--- src/rtl/assert_macros.svh ---
// Assertion macros used by the RTL file that checks its own logic.
`ifndef ASSERT_MACROS_SVH
`define ASSERT_MACROS_SVH

// Check that a condition implies another in the same cycle.
`define ASSERT_SAME(label, clk, rst_n, cond, conseq) \
  label: assert property (@(posedge clk) disable iff (!rst_n) (cond) |-> (conseq)) \
    else $error("same-cycle check failed");

// Check that a condition implies another in the next cycle.
`define ASSERT_NEXT(label, clk, rst_n, cond, conseq) \
  label: assert property (@(posedge clk) disable iff (!rst_n) (cond) |=> (conseq)) \
    else $error("next-cycle check failed");

`endif

--- src/rtl/pehp_pkg.sv ---
// Package for the PE header identity parser: request types, status codes, constants.
`default_nettype none

package pehp_pkg;

  // Default upper bound on the header offset
  localparam int unsigned MAX_HEADER_OFFSET_DEF = 1048576;

  // Layout of the image headers
  localparam int unsigned DOS_SIZE     = 64;
  localparam int unsigned OFFSET_FIELD = 60;
  localparam int unsigned PE_SIZE      = 24;
  localparam int unsigned OPT_SIZE     = 64;
  localparam int unsigned MIN_OPT_SIZE = 60;

  localparam logic [15:0] DOS_SIG     = 16'h5a4d;       // "MZ"
  localparam logic [31:0] PE_SIG      = 32'h0000_4550;  // "PE\0\0"
  localparam logic [15:0] PE32P_MAGIC = 16'h020b;

  // Status codes
  localparam logic [2:0] ST_OK         = 3'd0;
  localparam logic [2:0] ST_NO_MZ      = 3'd1;
  localparam logic [2:0] ST_OFFSET     = 3'd2;
  localparam logic [2:0] ST_BAD_PE     = 3'd3;
  localparam logic [2:0] ST_OPT_SMALL  = 3'd4;
  localparam logic [2:0] ST_NOT_PE32P  = 3'd5;
  localparam logic [2:0] ST_TRUNCATED  = 3'd6;

  typedef struct packed {
    logic [7:0] data_byte;
    logic       last_byte;
  } in_item_t;

  typedef struct packed {
    logic [2:0]  status;
    logic [15:0] machine_type;
    logic [31:0] link_timestamp;
    logic [15:0] opt_hdr_magic;
    logic [63:0] preferred_base;
    logic [31:0] size_of_image;
  } out_item_t;

endpackage

`default_nettype wire

--- src/rtl/pehp_parser.sv ---
// Byte position tracking, header field capture and status decision for one image.
`default_nettype none

module pehp_parser #(
  parameter int unsigned MAX_HEADER_OFFSET = pehp_pkg::MAX_HEADER_OFFSET_DEF
) (
  input  wire logic               clk,
  input  wire logic               rst_n,
  input  wire logic               step,
  input  wire pehp_pkg::in_item_t item,
  output logic                    res_valid,
  output pehp_pkg::out_item_t     res_data
);

  // Position counter covers the furthest byte that can still yield a result
  localparam int unsigned PW = $clog2(MAX_HEADER_OFFSET + pehp_pkg::PE_SIZE
                                      + pehp_pkg::OPT_SIZE + 1);
  localparam logic [PW-1:0] DOS_END  = PW'(pehp_pkg::DOS_SIZE);
  localparam logic [PW-1:0] OFF_LO   = PW'(pehp_pkg::OFFSET_FIELD);
  localparam logic [PW-1:0] PE_END   = PW'(pehp_pkg::PE_SIZE);
  localparam logic [PW-1:0] HDR_END  = PW'(pehp_pkg::PE_SIZE + pehp_pkg::OPT_SIZE);
  localparam logic [31:0]   MAX_OFF  = 32'(MAX_HEADER_OFFSET);
  localparam logic [31:0]   MIN_OFF  = 32'(pehp_pkg::DOS_SIZE);
  localparam logic [15:0]   MIN_OPT  = 16'(pehp_pkg::MIN_OPT_SIZE);

  logic [PW-1:0] pos_r, pos_nxt;
  logic          given_r, given_nxt;
  logic [15:0]   dos_r, dos_nxt;
  logic [31:0]   off_r, off_nxt;
  logic [31:0]   pesig_r, pesig_nxt;
  logic [15:0]   machine_r, machine_nxt;
  logic [31:0]   stamp_r, stamp_nxt;
  logic [15:0]   optsz_r, optsz_nxt;
  logic [15:0]   magic_r, magic_nxt;
  logic [63:0]   base_r, base_nxt;
  logic [31:0]   size_r, size_nxt;

  logic [PW-1:0] rel;
  logic [4:0]    rel5;
  logic [5:0]    opt;
  logic [2:0]    status;
  logic          fill;
  logic [7:0]    b;

  assign b    = item.data_byte;
  assign rel  = pos_r - off_r[PW-1:0];
  assign rel5 = rel[4:0];
  assign opt  = 6'(rel - PE_END);

  // Decide capture and result for the byte in the input register
  always_comb begin
    pos_nxt     = pos_r;
    given_nxt   = given_r;
    dos_nxt     = dos_r;
    off_nxt     = off_r;
    pesig_nxt   = pesig_r;
    machine_nxt = machine_r;
    stamp_nxt   = stamp_r;
    optsz_nxt   = optsz_r;
    magic_nxt   = magic_r;
    base_nxt    = base_r;
    size_nxt    = size_r;
    res_valid   = 1'b0;
    status      = pehp_pkg::ST_OK;
    fill        = 1'b0;
    if (step) begin
      if (given_r) begin
        // Drop bytes until the image ends
        if (item.last_byte) begin
          pos_nxt   = '0;
          given_nxt = 1'b0;
        end
      end else begin
        if (pos_r < DOS_END) begin
          // DOS header: signature and header offset
          if (pos_r == PW'(0)) begin
            dos_nxt[7:0] = b;
          end else if (pos_r == PW'(1)) begin
            dos_nxt[15:8] = b;
          end else if (pos_r >= OFF_LO) begin
            off_nxt[{pos_r[1:0], 3'b000} +: 8] = b;
          end
          if (pos_r == DOS_END - PW'(1)) begin
            if (dos_nxt != pehp_pkg::DOS_SIG) begin
              res_valid = 1'b1;
              status    = pehp_pkg::ST_NO_MZ;
            end else if (off_nxt < MIN_OFF || off_nxt > MAX_OFF) begin
              res_valid = 1'b1;
              status    = pehp_pkg::ST_OFFSET;
            end
          end
        end else if (pos_r >= off_r[PW-1:0]) begin
          if (rel < PE_END) begin
            // COFF header
            if (rel5 < 5'd4) begin
              pesig_nxt[{rel5[1:0], 3'b000} +: 8] = b;
            end else if (rel5 < 5'd6) begin
              machine_nxt[{rel5[0], 3'b000} +: 8] = b;
            end else if (rel5 >= 5'd8 && rel5 < 5'd12) begin
              stamp_nxt[{rel5[1:0], 3'b000} +: 8] = b;
            end else if (rel5 == 5'd20 || rel5 == 5'd21) begin
              optsz_nxt[{rel5[0], 3'b000} +: 8] = b;
            end
            if (rel == PE_END - PW'(1)) begin
              if (pesig_r != pehp_pkg::PE_SIG) begin
                res_valid = 1'b1;
                status    = pehp_pkg::ST_BAD_PE;
              end else if (optsz_r < MIN_OPT) begin
                res_valid = 1'b1;
                status    = pehp_pkg::ST_OPT_SMALL;
              end
            end
          end else if (rel < HDR_END) begin
            // Optional header
            if (opt < 6'd2) begin
              magic_nxt[{opt[0], 3'b000} +: 8] = b;
            end else if (opt >= 6'd24 && opt < 6'd32) begin
              base_nxt[{opt[2:0], 3'b000} +: 8] = b;
            end else if (opt >= 6'd56 && opt < 6'd60) begin
              size_nxt[{opt[1:0], 3'b000} +: 8] = b;
            end
            if (opt == 6'd63) begin
              res_valid = 1'b1;
              fill      = 1'b1;
              status    = (magic_r == pehp_pkg::PE32P_MAGIC) ? pehp_pkg::ST_OK
                                                             : pehp_pkg::ST_NOT_PE32P;
            end
          end
        end
        // Image ended before any verdict
        if (!res_valid && item.last_byte) begin
          res_valid = 1'b1;
          status    = pehp_pkg::ST_TRUNCATED;
        end
        if (item.last_byte) begin
          pos_nxt   = '0;
          given_nxt = 1'b0;
        end else begin
          pos_nxt   = pos_r + PW'(1);
          given_nxt = res_valid;
        end
      end
    end
  end

  // Build the result; fields stay zero unless the optional header was read in full
  always_comb begin
    res_data                = '0;
    res_data.status         = status;
    if (fill) begin
      res_data.machine_type   = machine_r;
      res_data.link_timestamp = stamp_r;
      res_data.opt_hdr_magic  = magic_r;
      res_data.preferred_base = base_r;
      res_data.size_of_image  = size_r;
    end
  end

  // Control state
  always_ff @(posedge clk) begin
    if (!rst_n) begin
      pos_r   <= '0;
      given_r <= 1'b0;
    end else begin
      pos_r   <= pos_nxt;
      given_r <= given_nxt;
    end
  end

  // Captured header fields
  always_ff @(posedge clk) begin
    dos_r     <= dos_nxt;
    off_r     <= off_nxt;
    pesig_r   <= pesig_nxt;
    machine_r <= machine_nxt;
    stamp_r   <= stamp_nxt;
    optsz_r   <= optsz_nxt;
    magic_r   <= magic_nxt;
    base_r    <= base_nxt;
    size_r    <= size_nxt;
  end

endmodule

`default_nettype wire

--- src/rtl/pe_header_identity_parser.sv ---
// PE32+ header identity parser: top level with input and result registers.
//
// Usage: feed the image one byte per request on in_data, in address order from
// offset zero, with last_byte set on the final byte of the image. The block
// gives at most one result per image on out_data: a status code and the
// machine, timestamp, magic, image base and image size fields (zero unless
// the optional header was read in full). The result appears on the byte that
// decides it: byte 63 for DOS header errors, header offset + 23 for COFF
// errors, header offset + 87 for the final verdict, or the last byte when the
// image ends early. Later bytes of that image are dropped without a result.
// Registers: an accepted request is held in the input register, and its result
// is loaded into the result register.
// Throughput: one byte per cycle unless stalled; one pass decides each byte.
// Stall: while out_stall holds a result, the input register keeps one
// request and in_stall rises once it is full.
// Reset: rst_n clears the position count and both valid flags; the next byte
// taken is offset zero of a new image.
`default_nettype none
`include "assert_macros.svh"

module pe_header_identity_parser #(
  parameter int unsigned MAX_HEADER_OFFSET = pehp_pkg::MAX_HEADER_OFFSET_DEF
) (
  input  wire logic                clk,
  input  wire logic                rst_n,
  input  wire logic                in_valid,
  output logic                     in_stall,
  input  wire pehp_pkg::in_item_t  in_data,
  output logic                     out_valid,
  input  wire logic                out_stall,
  output pehp_pkg::out_item_t      out_data
);

  logic                s1_valid_r, s1_valid_nxt;
  pehp_pkg::in_item_t  s1_data_r;
  logic                s1_adv;
  logic                in_take;
  logic                out_valid_r, out_valid_nxt;
  pehp_pkg::out_item_t out_data_r;
  logic                res_valid;
  pehp_pkg::out_item_t res_data;
  logic                early_status;
  logic                fields_zero;

  // Advance the held request when the result register can take its outcome
  assign s1_adv   = s1_valid_r && (!out_valid_r || !out_stall);
  assign in_stall = s1_valid_r && !s1_adv;
  assign in_take  = in_valid && !in_stall;

  always_comb begin
    s1_valid_nxt = s1_valid_r;
    if (in_take) begin
      s1_valid_nxt = 1'b1;
    end else if (s1_adv) begin
      s1_valid_nxt = 1'b0;
    end
  end

  pehp_parser #(
    .MAX_HEADER_OFFSET(MAX_HEADER_OFFSET)
  ) u_parser (
    .clk       (clk),
    .rst_n     (rst_n),
    .step      (s1_adv),
    .item      (s1_data_r),
    .res_valid (res_valid),
    .res_data  (res_data)
  );

  // Load a new result or drop the delivered one
  always_comb begin
    out_valid_nxt = out_valid_r && out_stall;
    if (s1_adv && res_valid) begin
      out_valid_nxt = 1'b1;
    end
  end

  always_ff @(posedge clk) begin
    if (!rst_n) begin
      s1_valid_r  <= 1'b0;
      out_valid_r <= 1'b0;
    end else begin
      s1_valid_r  <= s1_valid_nxt;
      out_valid_r <= out_valid_nxt;
    end
  end

  always_ff @(posedge clk) begin
    if (in_take) begin
      s1_data_r <= in_data;
    end
    if (s1_adv && res_valid) begin
      out_data_r <= res_data;
    end
  end

  assign out_valid = out_valid_r;
  assign out_data  = out_data_r;

  // Classify the held result for the checks below
  assign early_status = out_data_r.status != pehp_pkg::ST_OK &&
                        out_data_r.status != pehp_pkg::ST_NOT_PE32P;
  assign fields_zero  = out_data_r.machine_type == 16'd0 &&
                        out_data_r.link_timestamp == 32'd0 &&
                        out_data_r.opt_hdr_magic == 16'd0 &&
                        out_data_r.preferred_base == 64'd0 &&
                        out_data_r.size_of_image == 32'd0;

  // Early errors and truncation carry zero fields
  `ASSERT_SAME(a_zero_fields, clk, rst_n, out_valid_r && early_status, fields_zero)
  // A held request that cannot advance keeps its contents
  `ASSERT_NEXT(a_s1_hold, clk, rst_n, s1_valid_r && !s1_adv, s1_valid_r && $stable(s1_data_r))
  // A result produced by an advancing request shows up on the output
  `ASSERT_NEXT(a_res_loaded, clk, rst_n, s1_adv && res_valid, out_valid_r)

endmodule

`default_nettype wire
--- config.mk ---
export PLATFORM = sky130hd
export DESIGN_NAME = pe_header_identity_parser
export DESIGN_NICKNAME = d
export VERILOG_FILES = /design/src/rtl/pehp_pkg.sv /design/src/rtl/pehp_parser.sv /design/src/rtl/pe_header_identity_parser.sv
export VERILOG_INCLUDE_DIRS = /design/src /design/src/rtl
export SDC_FILE = /design/constraint.sdc
export NUM_CORES = 1
export LEC_CHECK = 0
export CAP_MARGIN = 20
export CORE_ASPECT_RATIO = 0.75
export CORE_MARGIN = 3
export CORE_UTILIZATION = 45
export DETAILED_ROUTE_END_ITERATION = 8
export DONT_BUFFER_PORTS = 1
export GPL_ROUTABILITY_DRIVEN = 0
export SETUP_SLACK_MARGIN = 0.15
export SLEW_MARGIN = 30
export SYNTH_ARGS = -nofsm -noshare
export SYNTH_HDL_FRONTEND = slang
export SYNTH_SLANG_ARGS = --single-unit
--- constraint.sdc ---
create_clock -name clk -period 15.1 [get_ports clk]
set_input_delay 0.755 -clock clk [delete_from_list [all_inputs] [get_ports clk]]
set_output_delay 0.755 -clock clk [all_outputs]
set_load 0.05 [all_outputs]
# [After elaboration in Yosys (flattened, before gate mapping)]
# Cells that the tools add are included.
[totals] word_cells=175 out_inout_bits=165 register_bits=452
[classes] eq_ne=10 n_reduce_logical=30 mux=66 n_lt_le_gt_ge=17 shift=12 bitwise=9 add_sub_neg=9
[op_table] cell="$mux W32" n=6
[op_table] cell="$bwmux W32" n=4
[op_table] cell="$shift A8 B7 Y32 const A" n=3
[op_table] cell="$shiftx A8 B7 Y32" n=3
[op_table] cell="$mux W8" n=9
[op_table] cell="$bwmux W64" n=1
[op_table] cell="$shift A8 B8 Y64 const A" n=1
[op_table] cell="$shiftx A8 B8 Y64" n=1
[op_table] cell="$mux W21" n=3
[op_table] cell="$bwmux W16" n=3
[op_table] cell="$lt A21 B7 Y1 const B" n=2
[op_table] cell="$mux W3" n=12
[op_table] cell="$gt A32 B21 Y1 const B" n=1
[op_table] cell="$lt A32 B7 Y1 const B" n=1
[op_table] cell="$ne A32 B15 Y1 const B" n=1
[op_table] cell="$shift A8 B6 Y16 const A" n=2
[op_table] cell="$shiftx A8 B6 Y16" n=2
[op_table] cell="$mux W1" n=27
[op_table] cell="$add A21 B1 Y21 const B" n=1
[op_table] cell="$eq A21 B1 Y1 const B" n=1
[op_table] cell="$eq A21 B5 Y1 const B" n=1
[op_table] cell="$eq A21 B6 Y1 const B" n=1
[op_table] cell="$ge A21 B21 Y1" n=1
[op_table] cell="$ge A21 B6 Y1 const B" n=1
[op_table] cell="other kinds (34)" n=65

# [Longest topological paths before layout]
# Gate-level depths: netlist (run 1).
[logic_depth] word_depth=24 ltp_mapped=17 mapped_depth_nobuf=14

# [Modules after synthesis]
# Synthesis (run 1) repeated with hierarchy kept, for this count alone.
[unflattened] hier_cells=1487 hier_area_um2=19478.7
[by_module_without_submodules] module="pehp_parser" n_inst=1 seq_area_each_um2=8067.7 area_each_um2=14222.4 cells_each=1305
[by_module_without_submodules] module="pe_header_identity_parser" n_inst=1 seq_area_each_um2=5205.0 area_each_um2=5256.3 cells_each=182

# [Worst setup path before layout (run 1)]
# No wires, ideal clock.
[synth_timing] kind="register -> register" from="register u_parser.pos_r[0]" to="register out_data_r, in the netlist out_data[0] (enable)" t_arrival_ns=11.069 slack_ns=3.292 required_time_ns=14.361 path_stages_with_launch=15 path_cell_list="dfxtp_1 -> clkbuf_1 -> inv_1 -> ha_1 -> inv_1 -> fa_1 -> xor2_1 -> inv_1 -> or4_1 -> a21boi_0 -> nand4b_1 -> a2bb2oi_1 -> nor4_1 -> nor2_1 -> a21oi_1"
[synth_between] elab_chain_cells=23 word_cells_on_any_way=52 cone_classes="add/sub (3); order compare (7); eq/ne (5); shift (2); mux (30); reduce/logical (5)"
[synth_lines] element="from (decl)" line_no="pehp_parser.sv:26" source="logic [PW-1:0] pos_r, pos_nxt;"
[synth_lines] element="from (signal assigned)" line_no="pehp_parser.sv:165" source="pos_r <= pos_nxt;"
[synth_lines] element="$neg A5 Y7" line_no="pehp_parser.sv:81" source="off_nxt[{pos_r[1:0], 3'b000} +: 8] = b;"
[synth_lines] element="$shiftx A8 B7 Y32 / $shift A8 B7 Y32 (equally long branches)" line_no="pehp_parser.sv:81"
[synth_lines] element="$bwmux W32" line_no="pehp_parser.sv:81"
[synth_lines] element="$mux W32" line_no="pehp_parser.sv:80" source="end else if (pos_r >= OFF_LO) begin"
[synth_lines] element="$mux W32" line_no="pehp_parser.sv:78" source="end else if (pos_r == PW'(1)) begin"
[synth_lines] element="$mux W32" line_no="pehp_parser.sv:76" source="if (pos_r == PW'(0)) begin"
[synth_lines] element="$mux W32" line_no="pehp_parser.sv:74" source="if (pos_r < DOS_END) begin"
[synth_lines] element="$mux W32" line_no="pehp_parser.sv:67" source="if (given_r) begin"
[synth_lines] element="[7 not listed]"
[synth_lines] element="$mux W1 (*)" line_no="pehp_parser.sv:67"
[synth_lines] element="$mux W1 (*)" line_no="pehp_parser.sv:66" source="if (step) begin"
[synth_lines] element="$logic_not A1 Y1" line_no="pehp_parser.sv:131" source="if (!res_valid && item.last_byte) begin"
[synth_lines] element="$logic_and A1 B1 Y1" line_no="pehp_parser.sv:131"
[synth_lines] element="$mux W1 (*)" line_no="pehp_parser.sv:131"
[synth_lines] element="$mux W1 (*)" line_no="pehp_parser.sv:67"
[synth_lines] element="$mux W1 (*)" line_no="pehp_parser.sv:66"
[synth_lines] element="$logic_and A1 B1 Y1 (*)" line_no="pe_header_identity_parser.sv:92" source="if (s1_adv && res_valid) begin"
[synth_lines] element="to (signal assigned)" line_no="pe_header_identity_parser.sv:93" source="out_data_r <= res_data;"
[synth_lines] element="to (decl)" line_no="pe_header_identity_parser.sv:39" source="pehp_pkg::out_item_t out_data_r;"
# Mark *: on every way between the ends. The rest lies on a longest branch, timed or not. The select of a mux whose other input is x is not followed.
# A chain may end at the register's enable or synchronous reset.

# [Final worst setup path (run 1)]
[layout_timing] from="register u_parser.pos_r[0]" to="register out_data_r, in the netlist out_data[57] (enable)"
# Same word-level chain as after synthesis.

==> run summary, run 1 <==
Power and ir drop
* 2.7% — part of the total power dissipated in combinational logic
* 120 nW/um^2 — power per unit of standard cell area
* 54.0% — register share of total power
* 7.70 nW — static leakage
* 0.529 mW — net load switching power
* 43.3% — Clk pwr share
* 2.55 mW — post-layout total power
* 20.7% — switching power share of the total
* 2.02 mW — internal power
* 0.0730 mV — peak ir drop on the vdd network

Logic synthesis
* edfxtp_1 67%, and2_1 7.7%, nand2_1 2.5%, dfxtp_1 2.5%, ha_1 2.5% — cell types with the largest area share after synthesis
* 69.1% — Seq/Total Area, Yosys
* 1504 — total nets after synthesis
* 450 — post-synthesis register bit count
* 13.2 um^2 — synthesized area divided by synthesized cell count
* 72 — number of distinct standard cells referenced by the synthesized netlist
* 66.6% — share of the synthesized area in the top cell type
* 426 — number of enable-type register cells in the synthesized netlist
* edfxtp_1 — top_reg_cell synth
* 0 — Synth Warn #
* 0% — FFs w/ async S/R, synth
* 19200 um^2 — post-synthesis cell area
* edfxtp_1 — biggest area consumer among synthesized cells
* 1452 — gate count after technology mapping

Clock tree
* 0.56 ns — worst-skew pair later-pin latency
* 0.06 ns — CTS clk-pin slew, worst paths
* clkbuf_16 — CTS root buf
* 2 — H-tree depth
* 450 — clock net sink count
* 0 — CTS hold repair buffers
* 3 — buffers from clock root to sink, at most
* yes — TritonCTS clock tree
* 0 — post-CTS resize count
* 45 — CTS Buf Count
* 0 — total setup buffers inserted after CTS

Route
* 21.5 um — wire length per cell
* 0 — Final ANT Viol Nets
* 0 — final routed DRC violation total
* 11.2k — total via count in the routed design
* 5 — number of iterations in the first detailed-routing pass
* 44.0 mm — wire length reported by the detailed router
* 1129 — Starting DRT DRC Count
* 5.47 — detailed-route vias per instance

Setup path
* 15.28 ns — data required time at the worst endpoint
* 6.61 ns — WP data arrival
* 15 — Register-to-Register Path Depth
* register — Critical Path Sink Type
* 75 — Crit Path Max Fanout
* register to register — category of the most critical setup path
* out_data[57]$_SDFFCE_PN0P_ — worst flop-to-flop path endpoint
* register — element type at the critical path start
* 8.67 ns — register-to-register setup slack
* u_parser.pos_r[0]$_SDFFE_PN0P_ — worst reg2reg startpoint

Timing
* false — unrepaired setup endpoints after global routing
* 6.43 ns — shortest clock period the worst path allows after layout
* 0 — Max Transition Viols Final
* 155 MHz — maximum clock frequency
* 0.0227 ns — setup clock skew after layout
* 0.954 ns — Slew @ Worst Pin
* 0 — final hold vios
* 0 ns — summed negative setup slack over all endpoints
* 35.9% — Max-Slew Margin vs Limit
* 0.288 ns — worst hold slack
* 0 — final setup violation count
* 42.6% — share of the clock period used by the worst path
* 8.67 ns — crit path setup slack, layout

Layout
* 1505 — final net count
* 11.0% — layout overhead on the synthesized area
* 0 — diodes inserted
* 8.47% — layout cells sized above 1

Die
* 45200 um^2 — Die Area
* 244 um — Die Width
* 46.4% — starting density of the core
* 185 um — Die Height
* 41400 um^2 — placeable core area
* 64 — number of cell rows
* 178 — I/O pin count

Status
* completed — outcome

Global route
* 1 — number of antenna violations at the first check in global routing
* 92 — largest net degree at the start of global routing
* 0 — total congestion overflow
* 66.7 mm — wire length of the first global-routing pass
* 19.3% — GRT Overall Usage
* 10.9k — number of global-route vias before repair

Hold path
* in_data[1] — beginning of the worst hold path
* input pin to register — worst min-delay path category
* 0 — Cells on Worst Hold Path
* s1_data_r[1]$_DFFE_PP_ — Min-Delay Endpoint

Place
* 8.38 ns — post-placement setup slack
* 30.1 mm — post-detailed-placement half-perimeter wirelength
* 0 — Port Buffers

Run
* 0 — max-capacitance violation count

==> cells by family (layout without fill, tap and decap cells) <==
group                      Yosys count  after routing  synth area share (%)
and+or+nand+nor                    618            618                  17.8
DFF                                450            450                  69.1
AOI/OAI and AO/OA                  178            178                  5.87
buffers and inverters              129            164                  2.63
adders and majority gates           39             39                  2.58
muxes                               25             25                  1.39
xor gates and xnor gates            13             13                 0.593
==> metrics by stage <==
step	instance area, um^2	cells	utilization (%)
floorplan	19200	1452	-
global placement	19800	1967	47.9
detailed placement	19800	1967	47.9
CTS	21300	2048	51.4
global route	21300	2048	51.5
finish	21300	2048	51.5
==> critical path: stages (launching register included) <==
cell,delay [ns]
dfxtp_1,0.40
inv_1,0.25
ha_1,0.22
inv_1,0.06
fa_1,0.42
xor2_1,0.52
inv_1,0.13
or4_1,0.45
a21boi_0,0.27
nand4b_1,0.23
a2bb2oi_1,0.24
nor4_1,0.52
nor2_1,0.15
a21oi_4,0.73
buf_6,0.62
buf_4,0.73
==> synth_stat cells, types with 11 or more instances <==
| library cell | n |
|---|---|
| nand3_1 | 23 |
| nor3_1 | 19 |
| nor2_1 | 76 |
| and2_1 | 235 |
| mux2i_1 | 11 |
| o21ai_0 | 64 |
| dfxtp_1 | 24 |
| clkbuf_1 | 62 |
| mux2_2 | 14 |
| a21oi_1 | 32 |
| inv_1 | 60 |
| ha_1 | 38 |
| edfxtp_1 | 426 |
| nor4_1 | 26 |
| nand4_1 | 17 |
| nand2_1 | 129 |
| and3_1 | 24 |
==> cells in the final DEF, fill, tap and decap left out, types with 6 or more instances in the layout <==
cell type / n
o211a_1: 6
a31oi_1: 6
nor4_1: 25
and2_1: 235
and3_1: 24
clkinv_1: 10
a21oi_1: 31
clkbuf_1: 10
xnor2_1: 8
inv_1: 60
nor2b_1: 10
clkbuf_16: 45
dfxtp_1: 24
a21o_1: 8
nand3_1: 23
nor3_1: 16
or3_1: 6
o21ai_0: 64
ha_1: 38
buf_4: 22
nand2_1: 129
mux2i_1: 11
edfxtp_1: 426
and4_1: 6
a22oi_1: 6
o211ai_1: 10
nand4_1: 17
nand2b_1: 9
nor2_1: 74
mux2_2: 14
clkinv_2: 7
o21a_1: 7
==> power by group through the flow <==
stage	Combinational (mW)	Sequential [mW]	Clock, mW
after floorplan	0.0417	1.41	0
after global placement	0.0667	1.40	0
after detailed placement	0.0683	1.41	0
after CTS	0.0686	1.38	1.12
after global routing	0.0748	1.38	1.17
final	0.0688	1.38	1.10
==> worst max path at each step <==
stage | start | to | slack, ns
5_1_grt | u_parser.pos_r[0]$_SDFFE_PN0P_ | out_data[55]$_SDFFCE_PN0P_ | 8.10
2_1_floorplan | u_parser.pos_r[0]$_SDFFE_PN0P_ | out_data[0]$_SDFFCE_PN0P_ | 3.29
3_3_place_gp | u_parser.pos_r[0]$_SDFFE_PN0P_ | out_data[54]$_SDFFCE_PN0P_ | 8.67
4_1_cts | u_parser.pos_r[0]$_SDFFE_PN0P_ | out_data[36]$_SDFFCE_PN0P_ | 8.37
6_report | u_parser.pos_r[0]$_SDFFE_PN0P_ | out_data[57]$_SDFFCE_PN0P_ | 8.67
3_5_place_dp | u_parser.pos_r[0]$_SDFFE_PN0P_ | out_data[48]$_SDFFCE_PN0P_ | 8.38
==> routing by layer <==
layer / GRT usage [%] / part of all wire, %
met1: 28.3 / 47
met2: 28.1 / 42
met3: 4.63 / 7.4
met4: 6.77 / 3.3
met5: 0 / 0
==> layout make-up <==
type,count,area [um^2]
clock buffer,56,1180
clock inverter,25,260
fill,3490,20100
inverter,60,225
multi-input combinational,873,5490
sequential,450,13300
tap,561,702
timing repair buffer,23,176
==> sequential cells by signal, summed over array words and instances (netlist names) <==
name	flops
out_valid	1
u_parser.off_r	32
u_parser.pesig_r	32
u_parser.base_r	64
u_parser.machine_r	16
u_parser.stamp_r	32
u_parser.pos_r	21
u_parser.optsz_r	14
u_parser.magic_r	16
u_parser.dos_r	16
s1_valid_r	1
s1_data_r	9
u_parser.size_r	32
out_data	163
u_parser.given_r	1
Note: power is estimated with default switching activity, not from simulation.
==> run 2, diff against run 1 <==
==> constraint.sdc (replaced) <==
create_clock -name clk -period 5.9 [get_ports clk]
set_input_delay 0.295 -clock clk [delete_from_list [all_inputs] [get_ports clk]]
set_output_delay 0.295 -clock clk [all_outputs]
set_load 0.05 [all_outputs]
==> run 2 against run 1 <==
Net effect:
- sequential power grew to 2.6 times the previous value
- critical path type unchanged
- via count is 1.1% higher
- highest routed layer unchanged
- flip-flop and latch count stayed put
- largest power group unchanged
- total power grew to 2.5 times the previous value
- critical endpoint is now u_parser.base_r[9]$_DFFE_PP_
==> run summary, run 2 (synthesis gave the netlist of run 1 again) <==
Clock tree
* 0.56 ns — worst-skew pair later-pin latency, about the same
* 0 — total setup buffers inserted after CTS, unchanged
* 2 — H-tree depth, unchanged
* clkbuf_16 — CTS root buf
* 44 — CTS Buf Count, -2.2%
* 3 — buffers from clock root to sink, at most, unchanged
* 450 — clock net sink count, unchanged
* 0.07 ns — CTS clk-pin slew, worst paths, about the same
* yes — TritonCTS clock tree

Layout
* 9.10% — layout cells sized above 1, +0.63 points
* 0 — diodes inserted, unchanged
* 51.9% — post-route core utilization, +0.47 points
* 1525 — final net count, +1.3%
* 12.0% — layout overhead on the synthesized area
* 163 — max FFs per register, unchanged
* edfxtp_1 — commonest non-fill, non-tap cell in the layout
* 426 x edfxtp_1, 235 x and2_1, 129 x nand2_1, 74 x nor2_1, 64 x o21ai_0 — most frequent cells in the layout
* 2066 — post-layout instance count excluding filler cells, +0.88%
* 21500 um^2 — final instance area, +0.91%

Global route
* 0 — number of antenna violations at the first check in global routing, -1
* 19.4% — GRT Overall Usage, +0.11 points
* 11.1k — number of global-route vias before repair, +1.8%
* 67.0 mm — wire length of the first global-routing pass, +0.42%
* 127 — largest net degree at the start of global routing, +38%
* 0 — total congestion overflow, unchanged

Route
* 0 — Final ANT Viol Nets, unchanged
* 5.48 — detailed-route vias per instance, +0.21%
* 0 — final routed DRC violation total, unchanged
* 43.9 mm — wire length reported by the detailed router, about the same
* 21.3 um — wire length per cell, -0.92%
* 5 — number of iterations in the first detailed-routing pass, unchanged
* 11.3k — total via count in the routed design, +1.1%
* 947 — Starting DRT DRC Count, -16%

Power and ir drop
* 298 nW/um^2 — power per unit of standard cell area, +150%
* 21.0% — switching power share of the total, +0.29 points
* 2.8% — part of the total power dissipated in combinational logic, about the same
* 1.35 mW — net load switching power, +150%
* 55.1% — register share of total power, +1.1 points
* 7.76 nW — static leakage, +0.76%
* 42.0% — Clk pwr share, -1.3 points
* 0.224 mV — peak ir drop on the vdd network, +210%
* 5.06 mW — internal power, +150%

Timing
* false — unrepaired setup endpoints after global routing
* 0 — Max Transition Viols Final, unchanged
* 36.1% — Max-Slew Margin vs Limit, +0.21 points
* 201 MHz — maximum clock frequency, +29%
* 0.955 ns — Slew @ Worst Pin, +0.00162 ns
* 0.0160 ns — setup clock skew after layout, -0.00679 ns
* 0 — final setup violation count, unchanged
* 84.5% — share of the clock period used by the worst path, +42 points
* 0 — final hold vios, unchanged
* 4.99 ns — shortest clock period the worst path allows after layout, -1.45 ns
* 0.192 ns — worst hold slack, -0.0959 ns

Setup path
* u_parser.base_r[9]$_DFFE_PP_ — CP Capture Point
* register to register — category of the most critical setup path
* 13 — Register-to-Register Path Depth, -2
* register — Critical Path Sink Type
* 10 — Crit Path Max Fanout, -87%
* 0.91 ns — register-to-register setup slack, -7.75 ns
* u_parser.pos_r[0]$_SDFFE_PN0P_ — worst reg2reg startpoint
* 5.17 ns — WP data arrival, -1.44 ns
* u_parser.pos_r[0]$_SDFFE_PN0P_ — start point of the critical path
* u_parser.base_r[9]$_DFFE_PP_ — worst flop-to-flop path endpoint
* 6.08 ns — data required time at the worst endpoint, -9.20 ns
* register — element type at the critical path start

Place
* 20000 um^2 — Post-Place Cell Area, +0.73%
* 1976 — cell count after placement, +0.46%
* 0 — Port Buffers, unchanged
* 30.8 mm — post-detailed-placement half-perimeter wirelength, +2.3%

Die
* 64 — number of cell rows, unchanged
* 46.4% — starting density of the core, unchanged
* 41400 um^2 — placeable core area, unchanged
* 244 um — Die Width, unchanged
* 45200 um^2 — Die Area, unchanged
* 185 um — Die Height, unchanged
* 178 — I/O pin count, unchanged

Hold path
* input pin to register — worst min-delay path category

Run
* 0 — max-capacitance violation count, unchanged

Status
* completed — outcome

-- run 2: power groups by stage --
stage                     sequential (mW)  combinational [mW]  clock (mW)
after floorplan                      3.60               0.109           0
after global placement               3.60               0.169           0
after detailed placement             3.60               0.172           0
after CTS                            3.53               0.182        2.75
after global routing                 3.53               0.199        2.87
final                                3.53               0.182        2.69
-- run 2: layout make-up --
| cell class | count | area, um^2 |
|---|---|---|
| Tap cell | 561 | 702 |
| Inverter | 60 | 233 |
| Multi-Input combinational cell | 873 | 5530 |
| Clock buffer | 54 | 1140 |
| Fill cell | 3486 | 19900 |
| Clock inverter | 24 | 229 |
| Timing Repair Buffer | 44 | 398 |
| Sequential cell | 450 | 13300 |
-- run 2: critical path, cell delays in order (launching register included) --
cell and delay, ns:
dfxtp_2 0.40, inv_8 0.10, ha_4 0.13, inv_2 0.04, fa_2 0.44, a211oi_2 0.33
o21a_1 0.23, o21ai_0 0.14, xor2_1 0.18, nor4_1 0.27, nand4b_1 0.15, or4_1 0.77
or4_4 0.68, nor4_2 0.73
-- run 2: metal layers --
metal / share of wire (%) / vias to the layer above / global-route usage [%]
li1: - / 5295 / -
met1: 47 / 5558 / 28.5
met2: 43 / 406 / 29.0
met3: 7.5 / 65 / 4.43
met4: 2.4 / 0 / 5.57
met5: 0 / - / 0
-- run 2: metrics by stage --
step                      setup TNS (ns)  setup WS [ns]  total power, mW
final                                  0          0.913             6.41
after global routing                   0          0.707             6.60
after CTS                              0          0.954             6.47
after detailed placement               0          0.967             3.77
after global placement                 0           1.12             3.77
after floorplan                    -5.58        -0.0342             3.71
-- run 2: worst min path at each step --
stage,slack (ns),depth (start not counted),from,endpoint
2_1_floorplan,0.39,0,in_data[0],s1_data_r[0]$_DFFE_PP_
3_3_place_gp,0.39,0,in_data[7],s1_data_r[7]$_DFFE_PP_
3_5_place_dp,0.39,0,in_data[1],s1_data_r[1]$_DFFE_PP_
4_1_cts,0.17,1,in_valid,s1_data_r[6]$_DFFE_PP_
5_1_grt,0.18,1,in_valid,s1_data_r[3]$_DFFE_PP_
6_report,0.19,1,in_valid,s1_data_r[2]$_DFFE_PP_
-- run 2: what timing repair did --
action | in CTS | in global routing
resized for setup | 0 | 0
hold buffers | 12 | 0
hold endpoints to repair | 33 | 0
